===== src/rtl/sme_pkg.sv =====
package sme_pkg;

  localparam int MaxParticipants = 8;
  localparam int IdxW            = $clog2(MaxParticipants);
  localparam int CntW            = IdxW + 1;
  localparam int AddrW           = 2 * IdxW;
  localparam int CfgAddrW        = 3;
  localparam int CfgDataW        = 32;
  localparam int ActiveW         = 4;

  localparam logic [1:0] FuncLoadProp = 2'd0;
  localparam logic [1:0] FuncLoadAcc  = 2'd1;
  localparam logic [1:0] FuncRun      = 2'd2;

  localparam logic [CfgAddrW-1:0] AddrActiveCount = 3'd0;
  localparam logic [ActiveW-1:0]  ActiveReset     = 4'd8;

  typedef enum logic [2:0] {
    StIdle,
    StInit,
    StSelect,
    StDecide,
    StScan,
    StEmit
  } state_e;

  typedef struct packed {
    logic load_prop;
    logic load_acc;
    logic init;
    logic pop;
    logic rd_prop;
    logic take;
    logic scan_start;
    logic scan_next;
    logic trade_up;
    logic emit_start;
    logic emit_adv;
    logic emit_load;
  } cmd_t;

  typedef struct packed {
    logic q_empty;
    logic slot_done;
    logic a_oor;
    logic a_taken;
    logic hit_chal;
    logic hit_inc;
    logic scan_end;
    logic emit_done;
    logic emit_taken;
    logic out_free;
  } status_t;

  // 0 acts as 1, anything above the table size acts as the table size
  function automatic logic [CntW-1:0] clamp_count(logic [ActiveW-1:0] v);
    logic [CntW-1:0] r;
    if (v == '0) begin
      r = CntW'(1);
    end else if (32'(v) > MaxParticipants) begin
      r = CntW'(MaxParticipants);
    end else begin
      r = CntW'(v);
    end
    return r;
  endfunction

endpackage


===== src/rtl/sme_ctrl.sv =====
module sme_ctrl import sme_pkg::*; (
  input  logic       clk_i,
  input  logic       rst_ni,
  input  logic       in_valid_i,
  input  logic [1:0] func_i,
  input  status_t    status_i,
  output logic       in_stall_o,
  output cmd_t       cmd_o
);

  state_e state_q, state_d;

  always_ff @(posedge clk_i or negedge rst_ni) begin
    if (!rst_ni) begin
      state_q <= StIdle;
    end else begin
      state_q <= state_d;
    end
  end

  always_comb begin
    state_d = state_q;
    unique case (state_q)
      StIdle: begin
        if (in_valid_i && func_i == FuncRun) state_d = StInit;
      end
      StInit: state_d = StSelect;
      StSelect: begin
        if (status_i.q_empty) begin
          state_d = StEmit;
        end else if (!status_i.slot_done) begin
          state_d = StDecide;
        end
      end
      StDecide: begin
        if (!status_i.a_oor && status_i.a_taken) begin
          state_d = StScan;
        end else begin
          state_d = StSelect;
        end
      end
      StScan: begin
        if (status_i.hit_chal || status_i.hit_inc || status_i.scan_end) state_d = StSelect;
      end
      StEmit: begin
        if (status_i.emit_done) state_d = StIdle;
      end
      default: state_d = StIdle;
    endcase
  end

  always_comb begin
    cmd_o      = '0;
    in_stall_o = (state_q != StIdle);
    unique case (state_q)
      StIdle: begin
        cmd_o.load_prop = in_valid_i && (func_i == FuncLoadProp);
        cmd_o.load_acc  = in_valid_i && (func_i == FuncLoadAcc);
      end
      StInit: cmd_o.init = 1'b1;
      StSelect: begin
        if (status_i.q_empty) begin
          cmd_o.emit_start = 1'b1;
        end else if (status_i.slot_done) begin
          cmd_o.pop = 1'b1;
        end else begin
          cmd_o.rd_prop = 1'b1;
        end
      end
      StDecide: begin
        if (!status_i.a_oor) begin
          if (!status_i.a_taken) begin
            cmd_o.take = 1'b1;
            cmd_o.pop  = 1'b1;
          end else begin
            cmd_o.scan_start = 1'b1;
          end
        end
      end
      StScan: begin
        if (status_i.hit_chal) begin
          cmd_o.trade_up = 1'b1;
          cmd_o.pop      = 1'b1;
        end else if (!status_i.hit_inc && !status_i.scan_end) begin
          cmd_o.scan_next = 1'b1;
        end
      end
      StEmit: begin
        if (!status_i.emit_done) begin
          if (!status_i.emit_taken) begin
            cmd_o.emit_adv = 1'b1;
          end else if (status_i.out_free) begin
            cmd_o.emit_load = 1'b1;
            cmd_o.emit_adv  = 1'b1;
          end
        end
      end
      default: cmd_o = '0;
    endcase
  end

endmodule


===== src/rtl/sme_datapath.sv =====
module sme_datapath import sme_pkg::*; (
  input  logic            clk_i,
  input  logic            rst_ni,
  input  cmd_t            cmd_i,
  input  logic [CntW-1:0] n_i,
  input  logic [2:0]      person_i,
  input  logic [2:0]      rank_slot_i,
  input  logic [2:0]      choice_i,
  input  logic            out_stall_i,
  output status_t         status_o,
  output logic            out_valid_o,
  output logic [2:0]      acceptor_id_o,
  output logic [2:0]      proposer_id_o,
  output logic            last_pair_o
);

  logic [IdxW-1:0] prop_mem [MaxParticipants*MaxParticipants];
  logic [IdxW-1:0] acc_mem  [MaxParticipants*MaxParticipants];
  logic [IdxW-1:0] prop_rd_q, acc_rd_q;

  logic [IdxW-1:0] queue_q   [MaxParticipants];
  logic [IdxW-1:0] partner_q [MaxParticipants];
  logic [CntW-1:0] next_slot_q [MaxParticipants];
  logic [MaxParticipants-1:0] taken_q;
  logic [IdxW-1:0] head_q, tail_q;
  logic [CntW-1:0] count_q, count_d;
  logic [IdxW-1:0] a_q, scan_idx_q;
  logic [CntW-1:0] emit_idx_q;

  logic            out_valid_q, last_q;
  logic [IdxW-1:0] out_acc_q, out_prop_q;

  logic [IdxW-1:0]  m, incumbent;
  logic [CntW-1:0]  slot_m;
  logic [AddrW-1:0] prop_addr, acc_addr;
  logic             more;

  assign m         = queue_q[head_q];
  assign slot_m    = next_slot_q[m];
  assign incumbent = partner_q[a_q];
  assign prop_addr = {m, slot_m[IdxW-1:0]};
  assign acc_addr  = cmd_i.scan_start ? {prop_rd_q, {IdxW{1'b0}}}
                                      : {a_q, IdxW'(scan_idx_q + 1'b1)};

  always_ff @(posedge clk_i) begin
    if (cmd_i.load_prop) prop_mem[{person_i, rank_slot_i}] <= choice_i;
    if (cmd_i.rd_prop) prop_rd_q <= prop_mem[prop_addr];
  end

  always_ff @(posedge clk_i) begin
    if (cmd_i.load_acc) acc_mem[{person_i, rank_slot_i}] <= choice_i;
    if (cmd_i.scan_start || cmd_i.scan_next) acc_rd_q <= acc_mem[acc_addr];
  end

  // more pairs still to come after the current emit index
  always_comb begin
    more = 1'b0;
    for (int i = 0; i < MaxParticipants; i++) begin
      if (CntW'(i) > emit_idx_q && CntW'(i) < n_i && taken_q[i]) more = 1'b1;
    end
  end

  always_comb begin
    count_d = count_q;
    if (cmd_i.pop && !cmd_i.trade_up) count_d = count_q - 1'b1;
  end

  always_ff @(posedge clk_i) begin
    if (cmd_i.init) begin
      for (int i = 0; i < MaxParticipants; i++) queue_q[i] <= IdxW'(i);
    end else if (cmd_i.trade_up) begin
      queue_q[tail_q] <= incumbent;
    end
    if (cmd_i.take) partner_q[prop_rd_q] <= m;
    if (cmd_i.trade_up) partner_q[a_q] <= m;
    if (cmd_i.emit_load) begin
      out_acc_q  <= emit_idx_q[IdxW-1:0];
      out_prop_q <= partner_q[emit_idx_q[IdxW-1:0]];
      last_q     <= !more;
    end
  end

  always_ff @(posedge clk_i or negedge rst_ni) begin
    if (!rst_ni) begin
      head_q      <= '0;
      tail_q      <= '0;
      count_q     <= '0;
      taken_q     <= '0;
      a_q         <= '0;
      scan_idx_q  <= '0;
      emit_idx_q  <= '0;
      out_valid_q <= 1'b0;
      for (int i = 0; i < MaxParticipants; i++) next_slot_q[i] <= '0;
    end else begin
      if (cmd_i.init) begin
        head_q  <= '0;
        tail_q  <= n_i[IdxW-1:0];
        count_q <= n_i;
        taken_q <= '0;
        for (int i = 0; i < MaxParticipants; i++) next_slot_q[i] <= '0;
      end else begin
        if (cmd_i.pop) head_q <= head_q + 1'b1;
        if (cmd_i.trade_up) tail_q <= tail_q + 1'b1;
        count_q <= count_d;
        if (cmd_i.take) taken_q[prop_rd_q] <= 1'b1;
        if (cmd_i.rd_prop) next_slot_q[m] <= slot_m + 1'b1;
      end
      if (cmd_i.scan_start) begin
        a_q        <= prop_rd_q;
        scan_idx_q <= '0;
      end else if (cmd_i.scan_next) begin
        scan_idx_q <= scan_idx_q + 1'b1;
      end
      if (cmd_i.emit_start) begin
        emit_idx_q <= '0;
      end else if (cmd_i.emit_adv) begin
        emit_idx_q <= emit_idx_q + 1'b1;
      end
      if (cmd_i.emit_load) begin
        out_valid_q <= 1'b1;
      end else if (!out_stall_i) begin
        out_valid_q <= 1'b0;
      end
    end
  end

  assign status_o.q_empty    = (count_q == '0);
  assign status_o.slot_done  = (slot_m >= n_i);
  assign status_o.a_oor      = ({1'b0, prop_rd_q} >= n_i);
  assign status_o.a_taken    = taken_q[prop_rd_q];
  assign status_o.hit_chal   = (acc_rd_q == m);
  assign status_o.hit_inc    = (acc_rd_q == incumbent);
  assign status_o.scan_end   = (({1'b0, scan_idx_q} + 1'b1) >= n_i);
  assign status_o.emit_done  = (emit_idx_q >= n_i);
  assign status_o.emit_taken = taken_q[emit_idx_q[IdxW-1:0]];
  assign status_o.out_free   = !out_valid_q || !out_stall_i;

  assign out_valid_o   = out_valid_q;
  assign acceptor_id_o = out_acc_q;
  assign proposer_id_o = out_prop_q;
  assign last_pair_o   = last_q;

endmodule


===== src/rtl/stable_matching_engine.sv =====
// Proposer-side deferred acceptance over two preference tables held in
// single-port RAMs. A load request writes one list entry. A run request
// first sets up the free queue, then for each proposal picks the head of the
// free queue and reads his next choice; when the acceptor is already matched,
// her list is scanned entry by entry until either man is found, so the
// proposal loop bounded by n*n proposals and the acceptor-table scan sets the
// run length. The acceptors are then walked to hand out the pairs, which takes
// longer if the output is stalled. The block takes no new request while a run
// is in progress. Results sit in an output register, so a run may start while
// its last pair still waits.
module stable_matching_engine import sme_pkg::*; (
  input  logic                clk_i,
  input  logic                rst_ni,
  input  logic                in_valid_i,
  output logic                in_stall_o,
  input  logic [1:0]          func_i,
  input  logic [2:0]          person_i,
  input  logic [2:0]          rank_slot_i,
  input  logic [2:0]          choice_i,
  output logic                out_valid_o,
  input  logic                out_stall_i,
  output logic [2:0]          acceptor_id_o,
  output logic [2:0]          proposer_id_o,
  output logic                last_pair_o,
  input  logic                psel,
  input  logic                penable,
  input  logic                pwrite,
  input  logic [CfgAddrW-1:0] paddr,
  input  logic [CfgDataW-1:0] pwdata,
  output logic [CfgDataW-1:0] prdata,
  output logic                pready
);

  logic [ActiveW-1:0] active_q;
  logic [CntW-1:0]    n;
  cmd_t               cmd;
  status_t            status;

  assign pready = 1'b1;

  always_ff @(posedge clk_i or negedge rst_ni) begin
    if (!rst_ni) begin
      active_q <= ActiveReset;
    end else if (psel && penable && pwrite && pready && paddr == AddrActiveCount) begin
      active_q <= pwdata[ActiveW-1:0];
    end
  end

  assign prdata = (paddr == AddrActiveCount) ? CfgDataW'(active_q) : '0;
  assign n      = clamp_count(active_q);

  sme_ctrl u_ctrl (
    .clk_i      (clk_i),
    .rst_ni     (rst_ni),
    .in_valid_i (in_valid_i),
    .func_i     (func_i),
    .status_i   (status),
    .in_stall_o (in_stall_o),
    .cmd_o      (cmd)
  );

  sme_datapath u_datapath (
    .clk_i         (clk_i),
    .rst_ni        (rst_ni),
    .cmd_i         (cmd),
    .n_i           (n),
    .person_i      (person_i),
    .rank_slot_i   (rank_slot_i),
    .choice_i      (choice_i),
    .out_stall_i   (out_stall_i),
    .status_o      (status),
    .out_valid_o   (out_valid_o),
    .acceptor_id_o (acceptor_id_o),
    .proposer_id_o (proposer_id_o),
    .last_pair_o   (last_pair_o)
  );

endmodule


===== config.mk =====
export PLATFORM = sky130hd
export DESIGN_NAME = stable_matching_engine
export DESIGN_NICKNAME = d
export VERILOG_FILES = /design/src/rtl/sme_pkg.sv /design/src/rtl/sme_ctrl.sv /design/src/rtl/sme_datapath.sv /design/src/rtl/stable_matching_engine.sv
export SDC_FILE = /design/constraint.sdc
export NUM_CORES = 1
export LEC_CHECK = 0
export BUFFER_PORTS_ARGS = -buffer_cell sky130_fd_sc_hd__buf_2
export CORE_ASPECT_RATIO = 0.75
export CORE_MARGIN = 3
export CORE_UTILIZATION = 60
export DETAILED_ROUTE_END_ITERATION = 10
export PLACE_DENSITY = 0.78
export SLEW_MARGIN = 20
export SYNTH_ARGS = -nofsm -noshare
export SYNTH_HDL_FRONTEND = slang
export SYNTH_SLANG_ARGS = --single-unit

===== constraint.sdc =====
create_clock -name clk_i -period 12.7 [get_ports clk_i]
set_input_delay 1.905 -clock clk_i [delete_from_list [all_inputs] [get_ports clk_i]]
set_output_delay 1.905 -clock clk_i [all_outputs]
set_load 0.02 [all_outputs]

* Word level (Yosys, flattened, before mapping)
Memories as Yosys holds them, arrays and structs flattened. A register that Yosys moved wholly into a read port is not among the register bits.
Index checks and enable logic that the tools add are counted.
** Storage, ports and cells
- Bits in latches :: 0
- Input port bits :: 53
- Logic and storage cells :: 215
- Output and inout bits :: 42
- Bits in read-only memories :: 0
- Register bits :: 72
- Memories kept :: 4
- Bits in writable memories :: 432
** Memory list
- u_datapath.acc_mem :: words 64, bits a word 3, read ports 1, clocked after Yosys merged registers in 1, wr ports 1, RTL line sme_datapath.sv:18 : logic [IdxW-1:0] acc_mem [MaxParticipants*MaxParticipants];
- u_datapath.prop_mem :: words 64, bits a word 3, read ports 1, clocked after Yosys merged registers in 1, wr ports 1, RTL line sme_datapath.sv:17 : logic [IdxW-1:0] prop_mem [MaxParticipants*MaxParticipants];
- u_datapath.partner_q :: words 8, bits a word 3, read ports 2, clocked after Yosys merged registers in 1, wr ports 1, RTL line sme_datapath.sv:22 : logic [IdxW-1:0] partner_q [MaxParticipants];
- u_datapath.queue_q :: words 8, bits a word 3, read ports 1, clocked after Yosys merged registers in 0, wr ports 8, RTL line sme_datapath.sv:21 : logic [IdxW-1:0] queue_q [MaxParticipants];
** Operators by class
- Reduce and logical (&&, ||, !) cells :: 54
- Shifts and indexed selects :: 0
- Multipliers :: 0
- Equal/unequal tests :: 14
- Bitwise operators :: 2
- Multiplexer cells :: 88
- Div/mod/pow operators :: 0
- $lt $le $gt $ge :: 26
- Add/sub/neg operators :: 7
** Operators by type and width (count)
- $mux W32 :: 2
- $mux W3 :: 16
- $mux W1 :: 41
- $mux W4 :: 10
- $bwmux W32 :: 1
- $logic_and A1 B1 Y1 :: 27
- $pmux W3 S6 :: 1
- $gt A3 B4 Y1 const A :: 4
- $lt A3 B4 Y1 const A :: 4
- $mux W2 :: 8
- $mux W8 :: 2
- $reduce_bool A2 Y1 :: 7
- $bmux W4 S3 :: 1
- $demux W4 S3 :: 1
- $ge A4 B4 Y1 :: 3
- $add A3 B1 Y3 const B :: 3
- $add A4 B1 Y4 const B :: 2
- $gt A1 B4 Y1 const A :: 2
- $gt A2 B4 Y1 const A :: 2
- $logic_not A4 Y1 :: 2
- $lt A1 B4 Y1 const A :: 2
- $lt A2 B4 Y1 const A :: 2
- $lt A3 B4 Y1 const B :: 2
- $ne A2 B1 Y1 const B :: 4
- other kinds (27) :: 42

* Longest topological paths before layout
Gate-level depths: netlist (run 1).
- Word-level depth :: 15
- Mapped depth :: 25

* Cells and area by module
Synthesis (run 1) repeated with hierarchy kept, for this count alone.
** Second synthesis, totals
- Cell total of the unflattened synthesis :: 1828
- Area total of the unflattened synthesis :: 23284.8 um2
** By module, submodules not included
- sme_datapath :: seq. area each 14889.3 um2, area each 22471.6 um2, instances 1, cells each 1738
- stable_matching_engine :: seq. area each 101.3 um2, area each 450.4 um2, instances 1, cells each 51
- sme_ctrl :: seq. area each 75.1 um2, area each 362.8 um2, instances 1, cells each 39

* Worst setup path after synthesis (run 1)
No wires, ideal clock.
- Path type :: register to register
- Start :: reg u_datapath.head_q[1]
- End :: reg u_datapath.count_q[3]
- Slack :: 7.894 ns
- Stages on the path, launching flop included :: 25
- Buffers on the path :: 9
- Data arrival time :: 4.687 ns
- Clock period less this slack :: 4.806 ns
- Data required time :: 12.581 ns
- Path through :: dfrtp_1 buf_6 mux4_2 mux2i_4 buf_2 nand4_1 and4_1 buf_6 inv_4 buf_12 buf_8 buf_6 buf_2 buf_1 ha_1 nand2b_1 a21o_1 a21o_1 a21oi_1 nor3_1 or3_1 clkbuf_1 o21ai_1 o21bai_1 o21a_1
** On the way
- Cells in the longest elaborated chain, start to end :: 11
** Ends and longest elaborated chain
- start: declaration :: RTL line sme_datapath.sv:25 : logic [IdxW-1:0] head_q, tail_q;
- start signal: assignment :: RTL line sme_datapath.sv:102 : if (cmd_i.pop) head_q <= head_q + 1'b1;
- $mem_v2 Z8 W3 (*)
- $not A3 Y4 (implied by the code) :: RTL line sme_datapath.sv:39 : assign slot_m = next_slot_q[m];
- $bmux W4 S3 :: RTL line sme_datapath.sv:39
- $mux W4 (implied by the code) (2 in series) :: RTL line sme_datapath.sv:39
- $ge A4 B4 Y1 :: RTL line sme_datapath.sv:128 : assign status_o.slot_done = (slot_m >= n_i);
- $mux W1 :: RTL line sme_ctrl.sv:64 : end else if (status_i.slot_done) begin
- $mux W2 :: RTL line sme_ctrl.sv:62 : if (status_i.q_empty) begin
- $pmux W1 S3 :: RTL line sme_ctrl.sv:55 : unique case (state_q)
- $logic_and A1 B1 Y1 (*) :: RTL line sme_datapath.sv:65 : if (cmd_i.pop && !cmd_i.trade_up) count_d = count_q - 1'b1;
- $reduce_bool A2 Y1 (no source line) (*)
- end signal: assignment :: RTL line sme_datapath.sv:98 : count_q <= n_i;
- end signal: assignment :: RTL line sme_datapath.sv:104 : count_q <= count_d;
- end: declaration :: RTL line sme_datapath.sv:26 : logic [CntW-1:0] count_q, count_d;
Mark *: on every way between the ends. The rest lies on a longest branch, timed or not. The select of a mux whose other input is x is not followed.
A chain may end at the register's enable or synchronous reset.

* Final worst setup path (run 1)
Ends and elaborated chain as after synthesis.

==> impl_metrics.yaml, run 1 <==
clock_network:
  clkSlewWorstSetupHoldPaths_ps: 60
  clock_path_buffers: 3
  cts.sink_count: 513
  cts_tree: "done"
  cts_resized: 0
  cts-buffers-inserted: 48
  cts_root_buf: "clkbuf_16"
  cts_setup_buffers: 0
  cts_max_level: 2
  clock_latency_ps: 590
  ctsHoldBuffers: 0
yosys:
  syn_area_um2: 22960
  synth_top_flop_cell: "edfxtp_1"
  ys_types: 83
  synth-xor-area-share_pct: 0.6485
  netlist_instances: 1816
  synth_fa_ha_area_share_pct: 1.243
  netlist.area_leader.share_pct: 58.20
  synth_common_cells: "445 x edfxtp_1, 264 x nand2_1, 233 x nor2_1, 83 x clkbuf_1, 72 x nand3_1"
  synth-edff-count: 445
  synth_mux_area_share_pct: 7.101
  yosys.area_share.simple_pct: 13.19
  seq_area_frac_synth_pct: 65.62
  synth_top_family_by_area: "simple AND/OR/NAND/NOR gates"
  synthArstFlopShare_pct: 13.26
  synth_compound_area_share_pct: 8.469
  synth_most_common_cell: "edfxtp_1"
  syn-mean-instance-area_um2: 12.64
  yosys-top-cells-area: "edfxtp_1 58%, dfrtp_1 7.3%, nand2_1 4.3%, mux4_2 3.8%, nor2_1 3.8%"
  ys_ff_latch: 513
  yosysTopAreaCell: "edfxtp_1"
  ys_warn_count: 0
pwr:
  power_frac_comb_pct: 41.5
  p_int_mw: 3.784
  p_leak_nw: 8.531
  netSwitchingFraction_pct: 40.00
  p_total_mw: 6.307
  power.density_nw_per_um2: 251.6
  irDropWorstVdd_v: 0.0001990
  p_sw_mw: 2.523
  p_clk_share_pct: 24.7
  seqPwrFrac_pct: 33.8
worst_setup_path:
  path_cells: "mux4_2 -> mux2i_4 -> nand4_1 -> nor2_1 -> a211oi_1 -> nor2_1 -> inv_2 -> ha_1 -> a21o_1 -> a21oi_1 -> nor3_1 -> or3_1 -> o21ai_1 -> o21bai_1 -> o21a_1"
  start_kind: "register"
  critical-path-top-delay-family: "simple AND/OR/NAND/NOR gates"
  cpMostUsedCell: "nor2_1"
  critPathBufInv: 1
  r2r_cells: 15
  r2r_setup_slack_ps: 6730
  cp_slowest_cell: "nor2_1"
  r2r-start: "u_datapath.head_q[1]"
  cpPeakStageDelay_ps: 880
  path_depth: 15
  critPathLaunch: "u_datapath.head_q[1]"
  crit_end: "u_datapath.count_q[3]"
  arrival_ps: 6430
  cp.required_ps: 13150
  crit_type: "reg2reg"
  crit_fanout: 13
  end_kind: "register"
  r2r_end: "u_datapath.count_q[3]"
grt:
  grt-ovfl-total: 0
  grt_max_degree: 87
  antenna_found_initial: 0
  first_global_vias: 14800
  track_usage_pct: 27.24
  grt_pass1_wl_um: 85220
sta:
  period_share_pct: 47.04
  setup_viol: 0
  finalCriticalPeriod_ps: 5974
  maxSlewHeadroom_pct: 24.90
  worst_pin_slew_ps: 1122
  fmax_mhz: 167.4
  final.setup_skew_ps: 34.58
  final_max_slew_viol_count: 0
  fin_tns_setup_ps: 0
  grt_setup_unrepaired: "false"
  hold_viol_final: 0
die:
  core_area_um2: 37400
  die_w_um: 231.9
  io_pins: 95
  die_h_um: 175.4
  die-area_um2: 40670
  start_util_pct: 61.39
  rows: 61
placement:
  dpl.cell_count: 2261
  gp_congestion: 0.8690
  hpwl_um: 34810
  port_buffers: 37
drt:
  drc: 0
  drt-pass1-iter-count: 7
  vias: 15240
  drt-initial-drc-count: 1952
  wl_per_cell_um: 23.39
  via_per_inst: 6.482
  ant_nets: 0
  wl_um: 54990
cells_and_area:
  area_delta_synth_final_pct: 9.183
  layout.nets: 1882
  stdcell_count: 2351
  layout-drive-gt1-share_pct: 11.48
  antenna_cells: 0
run_status:
  status: "completed"
flow_run:
  maxCapViolations: 0
worst_hold_path:
  hp-class: "reg2reg"
## sequential cells by signal, indices dropped and copies added (netlist names)
name,cells
u_datapath.proposer_id_o,3
active_q,4
u_datapath.out_valid_o,1
u_datapath.queue_q,24
u_datapath.emit_idx_q,4
u_ctrl.state_q,3
u_datapath.tail_q,3
u_datapath.scan_idx_q,3
u_datapath.partner_q,24
u_datapath.count_q,4
u_datapath.head_q,3
u_datapath.acceptor_id_o,3
u_datapath.acc_rd_q,3
u_datapath.next_slot_q,32
u_datapath.taken_q,8
u_datapath.acc_mem,192
u_datapath.a_q,3
u_datapath.prop_mem,192
u_datapath.prop_rd_q,3
u_datapath.last_pair_o,1
## cell usage in the layout (no fill, tap or decap), types with 17 or more instances in the layout
cell,synthesis,final
nand2_1,264,264
inv_1,27,27
dfrtp_1,67,67
edfxtp_1,445,445
nor3_1,29,29
nand2b_1,17,17
a211oi_1,38,38
ha_1,22,22
conb_1,2,29
mux4_2,39,39
nor2_1,233,231
buf_2,13,34
o21ai_0,57,57
nand3_1,72,72
o22ai_1,25,25
clkbuf_16,0,48
buf_4,31,21
a21oi_1,26,26
a311oi_1,23,23
mux2i_1,56,55
## worst min-delay path: cells and delay by family, from the launching register on
family,cells,cell delay [ps]
compound gates,1,60
flops,1,380
simple gates,1,50
## how the worst min path moves through the flow
stage / startpoint / end / slack, ps / cells after the start
4_1_cts: u_datapath.next_slot_q[4] / u_datapath.next_slot_q[4] / 530 / 2
3_3_place_gp: u_datapath.next_slot_q[12] / u_datapath.next_slot_q[12] / 510 / 2
3_5_place_dp: u_datapath.count_q[0] / u_datapath.count_q[0] / 520 / 2
5_1_grt: u_datapath.next_slot_q[31] / u_datapath.next_slot_q[31] / 550 / 2
2_1_floorplan: u_datapath.emit_idx_q[2] / u_datapath.acceptor_id_o[2] / 450 / 0
6_report: u_datapath.next_slot_q[21] / u_datapath.next_slot_q[21] / 530 / 2
## layout make-up
class	count	area (um2)
repair buffers	55	327.8
clock inverters	35	481.7
flip-flops and latches	513	15070
fillers	2644	12330
inverters	34	130.1
clock buffers	55	1247
well taps	504	630.6
multi-input cells	1155	7184
## logic make-up (layout without fill, tap and decap cells)
logic type      after synthesis  count (layout)
simple gates                694             694
other cells                   2              29
xor+xnor                     17              17
compound gates              282             282
fa+ha+maj                    23              23
buf+inv                     175             179
flops                       513             513
mux                         110             110
## stage by stage
stage          setup slack [ps]  hold WS, ps  cell area, um2  utilization (%)
2_1_floorplan              7894        451.3           23060                -
3_3_place_gp               6896        510.1           23330            62.39
3_5_place_dp               6867        517.8           23330            62.39
4_1_cts                    6819        531.0           25060            67.02
5_1_grt                    6449        552.8           25070            67.03
6_report                   6726        530.8           25070            67.03
## power groups by stage
stage / sequential [mW] / combinational [mW] / clock, mW
2_1_floorplan: 2.07 / 1.95 / 0
3_3_place_gp: 2.16 / 2.49 / 0
3_5_place_dp: 2.16 / 2.55 / 0
4_1_cts: 2.13 / 2.58 / 1.57
5_1_grt: 2.15 / 2.82 / 1.64
6_report: 2.13 / 2.61 / 1.56
## per-layer routing
| layer | track usage, % | vias to the layer above | wire (um) |
|---|---|---|---|
| li1 | - | 6680 | - |
| met1 | 40.11 | 7491 | 22240 |
| met2 | 42.17 | 968 | 25450 |
| met3 | 5.739 | 100 | 6201 |
| met4 | 6.863 | 0 | 1102 |
| met5 | 0 | - | 0 |
No activity file was read; power rests on OpenSTA's default activity.
==> run 2, diff against run 1 <==
==> constraint.sdc (replaced) <==
create_clock -name clk_i -period 6 [get_ports clk_i]
set_input_delay 0.9 -clock clk_i [delete_from_list [all_inputs] [get_ports clk_i]]
set_output_delay 0.9 -clock clk_i [all_outputs]
set_load 0.02 [all_outputs]
==> run 2 against run 1 <==
Core utilization decreased by 0.11 points; setup slack got worse by 6100 ps; global-route usage grew 0.073 points; via count up 1.3%; maximum frequency up 12%; first-iteration DRC count is 14% higher; clock power grew 99%; sequential share of layout area is 0.099 points higher; combinational power rose by 120%; cell area down 0.16%; non-clock buffer count increased by 9; critical path type unchanged; largest cell class unchanged; largest power group unchanged; highest routed layer unchanged.
==> impl_metrics.yaml, run 2 (synthesis results as in run 1) <==
die:
  io_pins: 95
  start_util_pct: 61.39
  rows: 61
  core_area_um2: 37400
  die_h_um: 175.4
  die-area_um2: 40670
  die_w_um: 231.9
sta:
  fmax_mhz: 186.7
  maxSlewHeadroom_pct: 25.63
  final_max_slew_viol_count: 0
  worst_pin_slew_ps: 1113
  hold_viol_final: 0
  fin_ws_ps: 642.9
  fin_tns_setup_ps: 0
  grt_setup_unrepaired: "false"
  period_share_pct: 89.29
  final.setup_skew_ps: 28.12
  finalCriticalPeriod_ps: 5357
  setup_viol: 0
cells_and_area:
  area_delta_synth_final_pct: 9.003
  top_regs: "u_datapath.acc_mem (192), u_datapath.prop_mem (192), u_datapath.next_slot_q (32)"
  antenna_cells: 0
  layout_common_cells: "445 x edfxtp_1, 264 x nand2_1, 231 x nor2_1, 72 x nand3_1, 67 x dfrtp_1"
  multiInputGateArea_um2: 7184
  layout.nets: 1891
  seq_area_um2: 15070
  final_common_cell: "edfxtp_1"
  design_area_um2: 25030
  layout-drive-gt1-share_pct: 11.39
  nFillCells: 2638
placement:
  port_buffers: 37
  place_area_um2: 23410
  gp_congestion: 0.8739
  pre_cts_ws_ps: 780.5
  hpwl_um: 35220
worst_hold_path:
  hp-class: "reg2reg"
  min_to: "u_datapath.next_slot_q[25]"
  worstHoldPathCells: 2
  worst_hold_startpoint: "u_datapath.next_slot_q[25]"
worst_setup_path:
  r2r_setup_slack_ps: 640
  r2r_cells: 16
  crit_type: "reg2reg"
  crit_fanout: 21
  cp_slowest_cell: "dfrtp_1"
  start_kind: "register"
  critPathBufInv: 2
  r2r_end: "u_datapath.count_q[3]"
  end_kind: "register"
  critical-path-top-delay-family: "compound AO/OA/AOI/OAI gates"
  r2r-start: "u_datapath.head_q[1]"
  path_cells: "mux4_2 -> mux2i_4 -> inv_2 -> nand4_1 -> nor2_1 -> a211oi_1 -> nor2_1 -> inv_2 -> ha_1 -> a21o_1 -> a21oi_1 -> nor3_1 -> or3_1 -> o21ai_1 -> o21bai_1 -> o21a_1"
  arrival_ps: 5820
  cp.required_ps: 6460
  cpPeakStageDelay_ps: 630
clock_network:
  cts_resized: 0
  cts_setup_buffers: 0
  cts-buffers-inserted: 48
  cts.sink_count: 513
  clkSlewWorstSetupHoldPaths_ps: 60
  ctsHoldBuffers: 0
  clock_path_buffers: 3
  clock_latency_ps: 590
  cts_tree: "done"
  cts_root_buf: "clkbuf_16"
  cts_max_level: 2
grt:
  first_global_vias: 14950
  grt-ovfl-total: 0
  track_usage_pct: 27.31
  antenna_found_initial: 0
  grt_pass1_wl_um: 85610
  grt_max_degree: 80
flow_run:
  maxCapViolations: 0
drt:
  wl_um: 55480
  drt-pass1-iter-count: 5
  via_per_inst: 6.546
  wl_per_cell_um: 23.54
  vias: 15430
  drc: 0
  ant_nets: 0
  drt-initial-drc-count: 2220
pwr:
  p_leak_nw: 8.519
  power.density_nw_per_um2: 531.3
  irDropWorstVdd_v: 0.0005283
run_status:
  status: "completed"
[run 2: cell count changes in the layout (fill, tap and decap cells not counted), sizes merged]
cell / delta
bufinv: -3
clkinvlp: -2
buf: +9
clkbuf: +5
clkinv: -3
[run 2: how the worst max path moves through the flow]
stage                                    start                    end  slack [ps]  cells past startpoint
after floorplan           u_datapath.head_q[1]  u_datapath.count_q[3]        1190                     24
final                     u_datapath.head_q[1]  u_datapath.count_q[3]         640                     16
after CTS                 u_datapath.head_q[2]  u_datapath.count_q[3]         710                     16
after global routing      u_datapath.head_q[1]  u_datapath.count_q[2]         270                     16
after global placement    u_datapath.head_q[2]  u_datapath.count_q[3]         870                     16
after detailed placement  u_datapath.head_q[2]  u_datapath.count_q[3]         780                     16
[run 2: layout make-up]
class                           count  area share, %
Sequential cell                   513          60.20
Multi-Input combinational cell   1155          28.71
Clock buffer                       60          4.980
Tap cell                          504          2.520
Timing Repair Buffer               64          1.630
Clock inverter                     27          1.445
Inverter                           34         0.5199
[run 2: routing by layer]
metal / up-vias / GRT usage, % / share of wire [%]
li1: 6694 / - / -
met1: 7589 / 40.51 / 41
met2: 1021 / 41.17 / 45
met3: 126 / 5.464 / 11
met4: 0 / 8.927 / 3.1
met5: - / 0 / 0
[run 2: report_power, final]
part	switching [mW]	total [mW]	internal, mW
sequential	0.335	4.54	4.20
combinational	3.70	5.65	1.95
clock	1.32	3.11	1.79
[run 2: metrics by stage]
step | power (mW) | instances | hold WS, ps | utilization, %
after global placement | 9.919 | 2270 | 510.2 | 62.61
after global routing | 13.92 | 2357 | 540.8 | 66.92
final | 13.30 | 2357 | 529.7 | 66.92
after CTS | 13.20 | 2357 | 519.5 | 66.91
after floorplan | 8.518 | 1843 | 451.3 | -
after detailed placement | 10.08 | 2270 | 519.2 | 62.61
[run 2: worst min-delay path, stage by stage (launching register included)]
cell and delay [ps]:
dfrtp_1 370, nand2_1 50, o21ai_0 60
